$ cat config.mk
export PLATFORM = sky130hd
export DESIGN_NAME = serial_console_line_editor_top
export DESIGN_NICKNAME = d
export VERILOG_FILES = /design/src/hw/rtl/scle_pkg.sv /design/src/hw/rtl/scle_front.sv /design/src/hw/rtl/scle_queue.sv /design/src/hw/rtl/scle_back.sv /design/src/hw/rtl/serial_console_line_editor_top.sv
export SDC_FILE = /design/constraint.sdc
export NUM_CORES = 1
export LEC_CHECK = 0
export ABC_AREA = 1
export BUFFER_PORTS_ARGS = -buffer_cell sky130_fd_sc_hd__buf_2
export CORE_MARGIN = 5
export CORE_UTILIZATION = 63
export DETAILED_ROUTE_END_ITERATION = 10
export PLACE_DENSITY = 0.8
export SYNTH_ARGS = -nofsm -noshare
export SYNTH_HDL_FRONTEND = slang
export SYNTH_SLANG_ARGS = --single-unit
$ cat constraint.sdc
create_clock -name clock -period 4.25 [get_ports clock]
set_clock_uncertainty 0.15 [all_clocks]
set_input_delay 0.425 -clock clock [delete_from_list [all_inputs] [get_ports clock]]
set_output_delay 0.425 -clock clock [all_outputs]
set_load 0.005 [all_outputs]
$ cat src/hw/rtl/scle_pkg.sv
// scle_pkg: shared types, key codes and echo prefix tables for the serial console line editor
// no dependencies

package scle_pkg;

   localparam logic [7:0] KEY_TAB = 8'd9;
   localparam logic [7:0] KEY_NL = 8'd10;
   localparam logic [7:0] KEY_ESC = 8'd27;
   localparam logic [7:0] KEY_DEL = 8'd127;
   localparam logic [7:0] KEY_LBRACKET = 8'h5B;
   localparam logic [7:0] KEY_D = 8'h44;
   localparam logic [7:0] KEY_C = 8'h43;
   localparam logic [7:0] KEY_K = 8'h4B;
   localparam logic [7:0] KEY_ZERO = 8'h30;

   localparam int LIMIT_W = 5;
   localparam logic [LIMIT_W-1:0] LIMIT_RESET = 5'd31;

   localparam logic [1:0] KIND_ECHO = 2'd0;
   localparam logic [1:0] KIND_LINE = 2'd1;
   localparam logic [1:0] KIND_END = 2'd2;

   typedef enum logic [2:0] {
      OP_INSERT,
      OP_DELETE,
      OP_LEFT,
      OP_RIGHT,
      OP_FINISH
   } op_type;

   typedef struct packed {
      op_type op;
      logic [7:0] ch;
   } cmd_type;

   typedef enum logic [3:0] {
      ST_IDLE,
      ST_SHIFT_RD,
      ST_SHIFT_WR,
      ST_PUT,
      ST_PRE,
      ST_TAIL_RD,
      ST_TAIL_EM,
      ST_BACK,
      ST_LINE_RD,
      ST_LINE_EM,
      ST_LEN
   } state_type;

   // fixed echo bytes that open each edit
   function automatic logic [7:0] prefix_byte(op_type op, logic [2:0] pc, logic [7:0] ch);
      logic [7:0] b;
      b = KEY_ESC;
      case (op)
         OP_INSERT: begin
            case (pc)
               3'd0: b = KEY_ESC;
               3'd1: b = KEY_LBRACKET;
               3'd2: b = KEY_ZERO;
               3'd3: b = KEY_K;
               default: b = ch;
            endcase
         end
         OP_DELETE: begin
            case (pc)
               3'd0, 3'd3: b = KEY_ESC;
               3'd1, 3'd4: b = KEY_LBRACKET;
               3'd2: b = KEY_D;
               3'd5: b = KEY_ZERO;
               default: b = KEY_K;
            endcase
         end
         OP_LEFT, OP_RIGHT: begin
            case (pc)
               3'd0: b = KEY_ESC;
               3'd1: b = KEY_LBRACKET;
               default: b = (op == OP_LEFT) ? KEY_D : KEY_C;
            endcase
         end
         default: b = KEY_NL;
      endcase
      return b;
   endfunction

   function automatic logic [2:0] prefix_end(op_type op);
      logic [2:0] n;
      case (op)
         OP_INSERT: n = 3'd4;
         OP_DELETE: n = 3'd6;
         OP_LEFT, OP_RIGHT: n = 3'd2;
         default: n = 3'd0;
      endcase
      return n;
   endfunction

endpackage

$ cat src/hw/rtl/scle_front.sv
// scle_front: accepts key bytes, tracks the escape sequence and turns bytes into edit commands
// depends on scle_pkg

module scle_front
   import scle_pkg::*;
(
   input logic clock,
   input logic reset,
   input logic req_valid,
   output logic req_stall,
   input logic [7:0] req_key_byte,
   input logic req_end_of_input,
   input logic q_full,
   output logic push,
   output cmd_type push_cmd
);

   logic [1:0] escape_phase_ff, escape_phase_in;
   logic accept;

   localparam logic [1:0] PH_NONE = 2'd0;
   localparam logic [1:0] PH_ESC = 2'd1;
   localparam logic [1:0] PH_CSI = 2'd2;

   assign req_stall = q_full;
   assign accept = req_valid && !q_full;

   always_comb begin
      escape_phase_in = escape_phase_ff;
      push = 1'b0;
      push_cmd.op = OP_INSERT;
      push_cmd.ch = req_key_byte;
      if (accept) begin
         escape_phase_in = PH_NONE;
         if (req_end_of_input) begin
            push = 1'b1;
            push_cmd.op = OP_FINISH;
         end else if (escape_phase_ff == PH_ESC) begin
            // lone esc goes in as a character, the byte after it is dropped
            if (req_key_byte == KEY_LBRACKET) begin
               escape_phase_in = PH_CSI;
            end else begin
               push = 1'b1;
               push_cmd.ch = KEY_ESC;
            end
         end else if (escape_phase_ff == PH_CSI) begin
            if (req_key_byte == KEY_D) begin
               push = 1'b1;
               push_cmd.op = OP_LEFT;
            end else if (req_key_byte == KEY_C) begin
               push = 1'b1;
               push_cmd.op = OP_RIGHT;
            end
         end else begin
            case (req_key_byte)
               KEY_NL: begin
                  push = 1'b1;
                  push_cmd.op = OP_FINISH;
               end
               KEY_ESC: escape_phase_in = PH_ESC;
               KEY_DEL: begin
                  push = 1'b1;
                  push_cmd.op = OP_DELETE;
               end
               KEY_TAB: push = 1'b0;
               default: push = 1'b1;
            endcase
         end
      end
   end

   always_ff @(posedge clock) begin
      if (reset) begin
         escape_phase_ff <= PH_NONE;
      end else begin
         escape_phase_ff <= escape_phase_in;
      end
   end

endmodule

$ cat src/hw/rtl/scle_queue.sv
// scle_queue: two-entry command queue between the front and the back
// depends on scle_pkg

module scle_queue
   import scle_pkg::*;
(
   input logic clock,
   input logic reset,
   input logic push,
   input cmd_type push_cmd,
   input logic pop,
   output logic q_valid,
   output logic q_full,
   output cmd_type q_cmd
);

   cmd_type entry_ff [2];
   logic wr_ptr_ff, wr_ptr_in;
   logic rd_ptr_ff, rd_ptr_in;
   logic [1:0] count_ff, count_in;
   logic do_push, do_pop;

   assign q_valid = (count_ff != 2'd0);
   assign q_full = (count_ff == 2'd2);
   assign q_cmd = entry_ff[rd_ptr_ff];
   assign do_push = push && !q_full;
   assign do_pop = pop && q_valid;

   always_comb begin
      wr_ptr_in = do_push ? !wr_ptr_ff : wr_ptr_ff;
      rd_ptr_in = do_pop ? !rd_ptr_ff : rd_ptr_ff;
      count_in = count_ff;
      if (do_push && !do_pop) begin
         count_in = count_ff + 2'd1;
      end else if (do_pop && !do_push) begin
         count_in = count_ff - 2'd1;
      end
   end

   always_ff @(posedge clock) begin
      if (do_push) begin
         entry_ff[wr_ptr_ff] <= push_cmd;
      end
   end

   always_ff @(posedge clock) begin
      if (reset) begin
         wr_ptr_ff <= 1'b0;
         rd_ptr_ff <= 1'b0;
         count_ff <= 2'd0;
      end else begin
         wr_ptr_ff <= wr_ptr_in;
         rd_ptr_ff <= rd_ptr_in;
         count_ff <= count_in;
      end
   end

endmodule

$ cat src/hw/rtl/scle_back.sv
// scle_back: carries out edit commands on the line store and sequences the echo and line beats
// depends on scle_pkg

module scle_back
   import scle_pkg::*;
#(
   parameter int LINE_SIZE = 32
) (
   input logic clock,
   input logic reset,
   input logic [LIMIT_W-1:0] line_limit,
   input logic q_valid,
   input cmd_type q_cmd,
   output logic pop,
   output logic rsp_valid,
   input logic rsp_stall,
   output logic [1:0] rsp_kind,
   output logic [7:0] rsp_data_byte,
   output logic [4:0] rsp_line_length,
   output logic rsp_last
);

   localparam int AW = (LINE_SIZE > 1) ? $clog2(LINE_SIZE) : 1;
   localparam int LIM_MAX = LINE_SIZE - 1;

   logic [7:0] line_mem [LINE_SIZE];
   logic [7:0] rd_data_ff;

   state_type state_ff, state_in;
   cmd_type cmd_ff, cmd_in;
   logic [AW-1:0] cursor_ff, cursor_in;
   logic [AW-1:0] count_ff, count_in;
   logic [AW-1:0] idx_ff, idx_in;
   logic [2:0] pc_ff, pc_in;

   logic wr_en, rd_en;
   logic [AW-1:0] wr_addr, rd_addr;
   logic [7:0] wr_data;

   logic rsp_valid_ff, rsp_valid_in;
   logic [1:0] kind_ff, kind_in;
   logic [7:0] data_ff, data_in;
   logic [4:0] len_ff, len_in;
   logic last_ff, last_in;

   logic out_free, emit;
   logic [6:0] eff_lim, back7, ones7;
   logic [1:0] tens;
   logic at_end;

   assign out_free = !rsp_valid_ff || !rsp_stall;
   assign eff_lim = (7'(line_limit) > 7'(LIM_MAX)) ? 7'(LIM_MAX) : 7'(line_limit);
   assign at_end = (cursor_ff == count_ff);

   // decimal cursor move back, at most two digits
   assign back7 = 7'(count_ff) - 7'(cursor_ff);
   always_comb begin
      if (back7 >= 7'd30) begin
         tens = 2'd3;
      end else if (back7 >= 7'd20) begin
         tens = 2'd2;
      end else if (back7 >= 7'd10) begin
         tens = 2'd1;
      end else begin
         tens = 2'd0;
      end
   end
   assign ones7 = back7 - 7'(tens) * 7'd10;

   always_comb begin
      state_in = state_ff;
      cmd_in = cmd_ff;
      cursor_in = cursor_ff;
      count_in = count_ff;
      idx_in = idx_ff;
      pc_in = pc_ff;
      pop = 1'b0;
      wr_en = 1'b0;
      wr_addr = idx_ff;
      wr_data = rd_data_ff;
      rd_en = 1'b0;
      rd_addr = idx_ff;
      emit = 1'b0;
      kind_in = KIND_ECHO;
      data_in = 8'd0;
      len_in = 5'd0;
      last_in = 1'b0;

      case (state_ff)
         ST_IDLE: begin
            if (q_valid) begin
               pop = 1'b1;
               cmd_in = q_cmd;
               pc_in = 3'd0;
               case (q_cmd.op)
                  OP_INSERT: begin
                     if (7'(count_ff) < eff_lim) begin
                        idx_in = count_ff;
                        state_in = (count_ff > cursor_ff) ? ST_SHIFT_RD : ST_PUT;
                     end
                  end
                  OP_DELETE: begin
                     if (cursor_ff != '0 && count_ff != '0) begin
                        cursor_in = AW'(cursor_ff - 1'b1);
                        idx_in = AW'(cursor_ff - 1'b1);
                        if (cursor_ff < count_ff) begin
                           state_in = ST_SHIFT_RD;
                        end else begin
                           count_in = AW'(count_ff - 1'b1);
                           state_in = ST_PRE;
                        end
                     end
                  end
                  OP_LEFT: begin
                     if (cursor_ff != '0) begin
                        cursor_in = AW'(cursor_ff - 1'b1);
                        state_in = ST_PRE;
                     end
                  end
                  OP_RIGHT: begin
                     if (cursor_ff < count_ff) begin
                        cursor_in = AW'(cursor_ff + 1'b1);
                        state_in = ST_PRE;
                     end
                  end
                  default: state_in = ST_PRE;
               endcase
            end
         end

         ST_SHIFT_RD: begin
            // insert moves entries up from the end, delete moves them down from the cursor
            rd_en = 1'b1;
            rd_addr = (cmd_ff.op == OP_INSERT) ? AW'(idx_ff - 1'b1) : AW'(idx_ff + 1'b1);
            state_in = ST_SHIFT_WR;
         end

         ST_SHIFT_WR: begin
            wr_en = 1'b1;
            wr_addr = idx_ff;
            wr_data = rd_data_ff;
            if (cmd_ff.op == OP_INSERT) begin
               idx_in = AW'(idx_ff - 1'b1);
               state_in = (AW'(idx_ff - 1'b1) > cursor_ff) ? ST_SHIFT_RD : ST_PUT;
            end else begin
               idx_in = AW'(idx_ff + 1'b1);
               if (7'(idx_ff) + 7'd2 < 7'(count_ff)) begin
                  state_in = ST_SHIFT_RD;
               end else begin
                  count_in = AW'(count_ff - 1'b1);
                  state_in = ST_PRE;
               end
            end
         end

         ST_PUT: begin
            wr_en = 1'b1;
            wr_addr = cursor_ff;
            wr_data = cmd_ff.ch;
            cursor_in = AW'(cursor_ff + 1'b1);
            count_in = AW'(count_ff + 1'b1);
            state_in = ST_PRE;
         end

         ST_PRE: begin
            if (out_free) begin
               emit = 1'b1;
               data_in = prefix_byte(cmd_ff.op, pc_ff, cmd_ff.ch);
               pc_in = pc_ff + 3'd1;
               if (pc_ff == prefix_end(cmd_ff.op)) begin
                  case (cmd_ff.op)
                     OP_INSERT, OP_DELETE: begin
                        last_in = at_end;
                        idx_in = cursor_ff;
                        state_in = at_end ? ST_IDLE : ST_TAIL_RD;
                     end
                     OP_LEFT, OP_RIGHT: begin
                        last_in = 1'b1;
                        state_in = ST_IDLE;
                     end
                     default: begin
                        idx_in = '0;
                        state_in = (count_ff != '0) ? ST_LINE_RD : ST_LEN;
                     end
                  endcase
               end
            end
         end

         ST_TAIL_RD: begin
            rd_en = 1'b1;
            state_in = ST_TAIL_EM;
         end

         ST_TAIL_EM: begin
            if (out_free) begin
               emit = 1'b1;
               data_in = rd_data_ff;
               idx_in = AW'(idx_ff + 1'b1);
               pc_in = 3'd0;
               state_in = (7'(idx_ff) + 7'd1 < 7'(count_ff)) ? ST_TAIL_RD : ST_BACK;
            end
         end

         ST_BACK: begin
            if (out_free) begin
               emit = 1'b1;
               case (pc_ff)
                  3'd0: begin
                     data_in = KEY_ESC;
                     pc_in = 3'd1;
                  end
                  3'd1: begin
                     data_in = KEY_LBRACKET;
                     pc_in = (tens != 2'd0) ? 3'd2 : 3'd3;
                  end
                  3'd2: begin
                     data_in = KEY_ZERO + 8'(tens);
                     pc_in = 3'd3;
                  end
                  3'd3: begin
                     data_in = KEY_ZERO + 8'(ones7);
                     pc_in = 3'd4;
                  end
                  default: begin
                     data_in = KEY_D;
                     last_in = 1'b1;
                     state_in = ST_IDLE;
                  end
               endcase
            end
         end

         ST_LINE_RD: begin
            rd_en = 1'b1;
            state_in = ST_LINE_EM;
         end

         ST_LINE_EM: begin
            if (out_free) begin
               emit = 1'b1;
               kind_in = KIND_LINE;
               data_in = rd_data_ff;
               idx_in = AW'(idx_ff + 1'b1);
               state_in = (7'(idx_ff) + 7'd1 < 7'(count_ff)) ? ST_LINE_RD : ST_LEN;
            end
         end

         ST_LEN: begin
            if (out_free) begin
               emit = 1'b1;
               kind_in = KIND_END;
               len_in = 5'(count_ff);
               last_in = 1'b1;
               cursor_in = '0;
               count_in = '0;
               state_in = ST_IDLE;
            end
         end

         default: state_in = ST_IDLE;
      endcase

      if (emit) begin
         rsp_valid_in = 1'b1;
      end else begin
         rsp_valid_in = rsp_valid_ff && rsp_stall;
      end
   end

   always_ff @(posedge clock) begin
      if (wr_en) begin
         line_mem[wr_addr] <= wr_data;
      end
      if (rd_en) begin
         rd_data_ff <= line_mem[rd_addr];
      end
   end

   always_ff @(posedge clock) begin
      cmd_ff <= cmd_in;
      idx_ff <= idx_in;
      pc_ff <= pc_in;
      if (emit) begin
         kind_ff <= kind_in;
         data_ff <= data_in;
         len_ff <= len_in;
         last_ff <= last_in;
      end
   end

   always_ff @(posedge clock) begin
      if (reset) begin
         state_ff <= ST_IDLE;
         cursor_ff <= '0;
         count_ff <= '0;
         rsp_valid_ff <= 1'b0;
      end else begin
         state_ff <= state_in;
         cursor_ff <= cursor_in;
         count_ff <= count_in;
         rsp_valid_ff <= rsp_valid_in;
      end
   end

   assign rsp_valid = rsp_valid_ff;
   assign rsp_kind = kind_ff;
   assign rsp_data_byte = data_ff;
   assign rsp_line_length = len_ff;
   assign rsp_last = last_ff;

endmodule

$ cat src/hw/rtl/serial_console_line_editor_top.sv
// serial_console_line_editor_top: line editor with ansi echo, front, queue and back sequencer
// depends on scle_pkg, scle_front, scle_queue, scle_back
//
// Usage: key bytes come in on the req_ channel (valid/stall); each beat is a byte or an
// end-of-input mark. Echo bytes, finished line bytes and the line end come out one per beat on
// the rsp_ channel, with rsp_last on the final beat an input causes. csr_write_en loads the
// line limit (reset 31); the user loads it only while the block is idle, which is not enforced.
// The front classifies a beat in the cycle it is taken and queues a command (two deep); req_stall
// is high only while that queue is full. The back takes one command at a time, popping it in its
// idle state. An insert or delete moves each line entry it shifts with a memory read state and
// then a write state (an insert then writes its character), then gives one beat per fixed echo
// byte and reads each tail or line byte from memory before emitting it.
// rsp_stall holds the output register and the back waits at its next beat; the front keeps
// taking beats until the queue fills. Reset empties the queue, clears the line, cursor and
// escape state and drops any pending output beat; the line memory itself is not cleared.

module serial_console_line_editor_top
   import scle_pkg::*;
#(
   parameter int LINE_SIZE = 32
) (
   input logic clock,
   input logic reset,
   input logic req_valid,
   output logic req_stall,
   input logic [7:0] req_key_byte,
   input logic req_end_of_input,
   output logic rsp_valid,
   input logic rsp_stall,
   output logic [1:0] rsp_kind,
   output logic [7:0] rsp_data_byte,
   output logic [4:0] rsp_line_length,
   output logic rsp_last,
   input logic csr_write_en,
   input logic [LIMIT_W-1:0] csr_write_data
);

   logic [LIMIT_W-1:0] line_limit_ff;
   logic push, pop, q_valid, q_full;
   cmd_type push_cmd, q_cmd;

   always_ff @(posedge clock) begin
      if (reset) begin
         line_limit_ff <= LIMIT_RESET;
      end else if (csr_write_en) begin
         line_limit_ff <= csr_write_data;
      end
   end

   scle_front u_front (
      .clock(clock),
      .reset(reset),
      .req_valid(req_valid),
      .req_stall(req_stall),
      .req_key_byte(req_key_byte),
      .req_end_of_input(req_end_of_input),
      .q_full(q_full),
      .push(push),
      .push_cmd(push_cmd)
   );

   scle_queue u_queue (
      .clock(clock),
      .reset(reset),
      .push(push),
      .push_cmd(push_cmd),
      .pop(pop),
      .q_valid(q_valid),
      .q_full(q_full),
      .q_cmd(q_cmd)
   );

   scle_back #(
      .LINE_SIZE(LINE_SIZE)
   ) u_back (
      .clock(clock),
      .reset(reset),
      .line_limit(line_limit_ff),
      .q_valid(q_valid),
      .q_cmd(q_cmd),
      .pop(pop),
      .rsp_valid(rsp_valid),
      .rsp_stall(rsp_stall),
      .rsp_kind(rsp_kind),
      .rsp_data_byte(rsp_data_byte),
      .rsp_line_length(rsp_line_length),
      .rsp_last(rsp_last)
   );

   // a line end always closes the response of its input
   assert property (@(posedge clock) disable iff (reset)
      rsp_valid && rsp_kind == KIND_END |-> rsp_last && rsp_data_byte == 8'd0)
      else $error("line end beat without last or with data");

   // only line ends carry a length
   assert property (@(posedge clock) disable iff (reset)
      rsp_valid && rsp_kind != KIND_END |-> rsp_line_length == 5'd0)
      else $error("length on a non line end beat");

   assert property (@(posedge clock) disable iff (reset)
      rsp_valid |-> rsp_kind == KIND_ECHO || rsp_kind == KIND_LINE || rsp_kind == KIND_END)
      else $error("undefined result kind");

   assert property (@(posedge clock) reset |=> !rsp_valid)
      else $error("output beat survived reset");

endmodule

Word-level counts from Yosys, hierarchy flattened
Memories as Yosys holds them, arrays and structs flattened. A register that Yosys moved wholly into a read port is not among the register bits.
Cells that the tools add are included.
Operators by class
  add/subtract/negate cells: 15
  multipliers: 1
  $lt $le $gt $ge: 9
  equal/unequal tests: 55
  multiplexer cells: 120
  reduce and logical (&&, ||, !) cells: 45
Operators by type and width (count)
  5-bit two-way mux: 19
  8-bit case mux with 4 select lines: 2
  8-bit two-way mux: 7
  4-bit two-way mux: 13
  8-bit case mux with 3 select lines: 2
  4-bit case mux with 11 select lines: 1
  3-bit two-way mux: 14
  5-bit case mux with 4 select lines: 2
  8-bit by 7-bit equality test with 1-bit output, second input constant: 4
  1-bit two-way mux: 30
  5-bit case mux with 3 select lines: 2
  2-bit two-way mux: 14
  7-bit case mux with 4 select lines: 1
  3-bit case mux with 4 select lines: 2
  5-bit case mux with 2 select lines: 2
  3-bit by 2-bit equality test with 1-bit output, second input constant: 6
  4-bit by 3-bit equality test with 1-bit output, second input constant: 4
  8-bit by 4-bit equality test with 1-bit output, second input constant: 2
  2-bit by 1-bit inequality test with 1-bit output, second input constant: 8
  4-bit case mux with 4 select lines: 1
  8-bit case mux with 2 select lines: 1
  5-bit by 1-bit adder with 5-bit output, second input constant: 3
  5-bit by 1-bit subtractor with 5-bit output, second input constant: 3
  7-bit by 5-bit greater-or-equal comparator with 1-bit output, second input constant: 2
  55 further kinds: 100
Word-level totals
  flip-flop bits (word level): 61
  RAM bits: 278
  input port bits: 19
  output and inout bits: 18
  logic and storage cells: 264
  memories kept: 2
Memories
  u_back.line_mem: words 32, bits a word 8, rd ports 1, clocked after memory_dff 1, wr ports 1, RTL line scle_back.sv:26  | logic [7:0] line_mem [LINE_SIZE];
  u_queue.entry_ff: words 2, bits a word 11, rd ports 1, clocked after memory_dff 1, wr ports 1, RTL line scle_queue.sv:17  | cmd_type entry_ff [2];

Logic depth before layout (Yosys ltp)
  depth in word-level cells: 12
  depth in mapped cells: 29
  gate-level depth less buffers: 28

Modules after synthesis
A second synthesis with hierarchy kept.
Second synthesis, totals
  cells, all modules: 1761
  area total of the unflattened synthesis: 17093.9 um^2
Modules (own cells, without submodules)
  scle_back: instances 1, cells each 1589, area an instance 15438.6 um^2, sequential area each 9278.9 um^2
  scle_queue: instances 1, cells each 71, area an instance 1082.3 um^2, sequential area each 760.7 um^2
  scle_front: instances 1, cells each 79, area an instance 402.9 um^2, sequential area each 40.0 um^2
  serial_console_line_editor_top: instances 1, cells each 22, area an instance 170.2 um^2, sequential area each 100.1 um^2

Least setup slack after synthesis
No wires, ideal clock.
  path kind: register -> register
  from: reg u_back.count_ff[0]
  to: reg u_back.data_ff[6] (netlist: u_back.rsp_data_byte[6]) (data pin)
  setup time: 256 ps
  arrival time: 3276 ps
  required time: 3844 ps
  setup slack: 569 ps
  stages on the path, launching flop included: 27
  path buffers: 1
  period minus slack after synthesis: 3681 ps
  cell sequence: dfxtp_1 clkbuf_1 inv_1 ha_1 inv_1 fa_1 nand3_1 nand3_1 nand2_1 nand2_1 inv_1 a21oi_1 nor2_1 nand2_1 nand2_1 inv_1 ha_1 nand2_1 nor2_1 a211oi_1 xnor2_1 ha_1 nand3_1 nand3_1 nand2_1 nand2_1 nand2_1
On the way
  cells in the longest elaborated chain, start to end: 11
  elaborated cells on any way between the ends: 14
  classes of those cells: add/sub: 4; mul: 1; order compare: 3; mux: 6
Ends and longest elaborated chain
  start: declaration: RTL line scle_back.sv:32  | logic [AW-1:0] count_ff, count_in;
  start signal: assignment: RTL line scle_back.sv:301  | count_ff <= count_in;
  5-bit by 5-bit subtractor with 6-bit output *: RTL line scle_back.sv:56  | assign back7 = 7'(count_ff) - 7'(cursor_ff);
  7-bit by 4-bit greater-or-equal comparator with 1-bit output: RTL line scle_back.sv:62  | end else if (back7 >= 7'd10) begin
  1-bit two-way mux: RTL line scle_back.sv:62
  2-bit two-way mux: RTL line scle_back.sv:60  | end else if (back7 >= 7'd20) begin
  2-bit two-way mux: RTL line scle_back.sv:58  | if (back7 >= 7'd30) begin
  2-bit by 3-bit multiplier with 5-bit output: RTL line scle_back.sv:68  | assign ones7 = back7 - 7'(tens) * 7'd10;
  7-bit by 6-bit subtractor with 7-bit output: RTL line scle_back.sv:68
  6-bit by 7-bit adder with 8-bit output: RTL line scle_back.sv:222  | data_in = KEY_ZERO + 8'(ones7);
  8-bit case mux with 4 select lines *: RTL line scle_back.sv:208  | case (pc_ff)
  8-bit two-way mux *: RTL line scle_back.sv:206  | if (out_free) begin
  8-bit case mux with 3 select lines *: RTL line scle_back.sv:89  | case (state_ff)
  named net u_back.data_in[6]: RTL line scle_back.sv:42  | logic [7:0] data_ff, data_in;
  end signal: assignment: RTL line scle_back.sv:286  | data_ff <= data_in;
  end: declaration: RTL line scle_back.sv:42
The timed path passes the listed nets; every way through them passes the cells marked *.
A chain may end at the register's enable or synchronous reset.

Worst setup path after layout
Ends and elaborated chain as after synthesis.

==> out/results.ini <==
[placement]
routabilityCongestion=0.988
place_hpwl_um=28300
dp.cells=2025
dpl_cell_area_um2=17500
place_ws_ns=0.153
portBuffers=36

[critical_path]
cp-start-kind=register
end_kind=register
crit_fanout=8
worstSetupPathType=reg -> reg
required_ns=4.38
worstPathArrival_ns=4.16

[clocking]
cts_tree=done
cts_buffers=37
clock-sinks=348
post-cts-setup-buffer-count=0
h-tree-depth=2
cts_buffer_depth=3
root_buffer=clkbuf_16
path_clk_slew_ns=0.06
clk_latency_ns=0.53

[sta]
whs_ns=0.0660
worstMarginPinSlew_ns=1.29
finalSetupTns_ns=0
fin_crit_ns=4.03
fmax_mhz=248
hold_viol=0
setup_viol_count_final=0
worst_slack_ns=0.220
post-route-period-util_pct=94.8
timing.slew.headroom_pct=13.9
slew_viol_final=0

[yosys]
ys.warnings.count=0
ys.flop_type=edfxtp_1
seq_area_frac_synth_pct=59.7
ys_ff_latch=348
syn-num-nets=1765
async_reset_ff_share_pct=0
synth_cell_type_count=54
synth_edf_count=321
synthCells=1700
avgSynthCellArea_um2=10.0
syn-cell-area_um2=17000

[power_and_ir_drop]
power_density_nw_per_um2=818
vdd_drop_max_v=0.000514
intPower_mw=8.50
pwr-share-seq_pct=31.0
swShare_pct=44.5
comb_power_share_pct=48.7
p_sw_mw=6.81
p_leak_nw=6.95
power_mw=15.3
clkPwrFrac_pct=20.3

[route]
vias=13100
drt_iter0_markers=1800
avgRoutedWirePerCell_um=21.0
ant_nets=0
drt_wl_total_um=44200
via_per_inst=6.26
dr.pass1.iters=6
drc=0

[grt]
grt_pass1_vias=12300
grt_overflow_total=0
grt_use_total_pct=28.3
grt_start_max_net_pins=129
grt_pass1_wl_um=68400
antenna_found_initial=0

[final_layout]
drive_gt1_share_pct=9.90
area_growth_pct=9.80
nNetsFinal=1793
final_util_pct=69.8
num_antenna_cells=0
fillers=1931
stdcell_count=2098
design_area_um2=18700

[hold_path]
hold_class=in -> reg

[floorplan]
core_area_um2=26800
die_width_um=174
start_util_pct=63.6
ios=37
die_y_um=174
rows=60
die-area_um2=30400

[run]
cap_viol_max_count=0

[status]
outcome=finished, final reports clean

-- path summary, 6_finish.rpt --
path,startpoint,end,slack (ns),depth (start not counted)
worst max register to register,u_back.count_ff[0],u_back.rsp_data_byte[6],0.22,25
worst max-delay path,u_back.count_ff[0],u_back.rsp_data_byte[6],0.22,25
worst min-delay path,csr_write_en,line_limit_ff[4],0.07,2
worst min register to register,u_queue.rd_ptr_ff,u_queue.rd_ptr_ff,0.31,1
-- flip-flops by register name, summed over array words and instances (netlist names), 2 cells and up, named ones only --
signal and count:
u_back.pc_ff 3, line_limit_ff 5, u_back.state_ff 4, u_back.cursor_ff 5
u_back.idx_ff 5, u_back.cmd_ff 11, u_queue.entry_ff 22, u_back.rd_data_ff 8
u_queue.count_ff 2, u_front.escape_phase_ff 2, u_back.rsp_data_byte 8, u_back.count_ff 5
u_back.rsp_kind 2, u_back.line_mem 256, u_back.rsp_line_length 5
-- synth_stat cells (3+ instances only) --
cell type    n  area (um^2)
edfxtp_1   321         9640
nor2_1     251          942
a21oi_1    184          921
nand2_1    181          679
nand3_1    160          801
inv_1      120          450
o21ai_0     99          495
o21ai_1     90          450
buf_2       53          265
ha_1        43          538
dfxtp_1     27          541
xor2_1      15          131
inv_2       13         48.8
nand4_1     13         81.3
clkbuf_1    12         45.0
nor3_1      10         50.1
buf_6        9          101
o211ai_1     9         67.6
a31oi_1      8         50.1
mux2_2       8         90.1
o22ai_1      8         50.1
nor2_4       5         56.3
o21ai_2      5         43.8
buf_4        4         30.0
nand2_2      4         25.0
xnor2_1      4         35.0
a22oi_1      3         22.5
fa_1         3         60.1
nand3b_1     3         22.5
nor2_2       3         18.8
nor4_1       3         18.8
-- power groups by stage --
stage / combinational, mW / clock [mW] / sequential, mW
4_1_cts: 7.20 / 3.12 / 4.74
6_report: 7.46 / 3.11 / 4.75
2_1_floorplan: 5.25 / 0 / 4.69
5_1_grt: 8.15 / 3.28 / 4.77
3_3_place_gp: 6.92 / 0 / 4.79
3_5_place_dp: 7.13 / 0 / 4.80
-- area by class of cell --
cell class | count | area, um^2 | share of cell area (%)
Clock buffer | 46 | 981 | 5.24
Clock inverter | 22 | 188 | 1.00
Inverter | 134 | 505 | 2.70
Multi-Input combinational cell | 1139 | 5970 | 31.9
Sequential cell | 348 | 10200 | 54.4
Tap cell | 341 | 427 | 2.28
Timing Repair Buffer | 68 | 458 | 2.45
-- worst max-delay path: stages (launching register included) --
cell and delay, ns:
dfxtp_2 0.35, inv_1 0.15, ha_1 0.17, inv_1 0.07, fa_1 0.43, nand3_1 0.13, nand3_1 0.10, nand2_1 0.07
nand2_1 0.10, inv_1 0.11, a21oi_1 0.06, nor2_2 0.15, nand2_1 0.08, nand2_1 0.13, inv_1 0.06, ha_1 0.32
nand2_1 0.09, nor2_1 0.05, a211oi_2 0.23, xnor2_1 0.21, ha_1 0.23, nand3_1 0.08, nand3_1 0.09, nand2_1 0.05
nand2_1 0.05, nand2_1 0.05
-- cells in the final DEF (no fill, tap or decap), types with 8 or more instances in the layout --
master	synthesis	layout
edfxtp_1	321	321
nor2_1	251	250
a21oi_1	184	184
nand2_1	181	181
nand3_1	160	160
inv_1	120	120
o21ai_0	99	93
o21ai_1	90	90
ha_1	43	42
clkbuf_16	0	38
buf_2	53	36
dfxtp_1	27	25
buf_4	4	25
xor2_1	15	14
nand4_1	13	13
inv_2	13	13
nor3_1	10	10
o21ai_2	5	10
o211ai_1	9	9
clkinv_1	0	9
mux2_2	8	8
a31oi_1	8	8
o22ai_1	8	8
clkbuf_1	12	8
-- kinds of logic after synthesis --
family	synth area share, %
AO/OA/AOI/OAI	13.3
XOR/XNOR	1.07
adder cells (fa/ha/maj)	3.51
buffers and inverters	5.58
flip-flops	59.7
multiplexers	0.529
AND/OR/NAND/NOR	16.3
-- metal layers --
metal / GRT usage, % / share of wire [%] / up-vias
li1: - / - / 6065
met1: 39.1 / 39 / 6141
met2: 46.6 / 48 / 824
met3: 4.52 / 10 / 95
met4: 8.45 / 2.5 / 0
met5: 0 / 0 / -
-- repair_timing --
item | 4_1_cts | 5_1_grt
endpoints found under the hold margin | 5 | 0
gates resized for setup | 0 | 6
hold buffers | 5 | 0
setup endpoints to repair | 0 | 2
(Power assumes the default switching activity.)
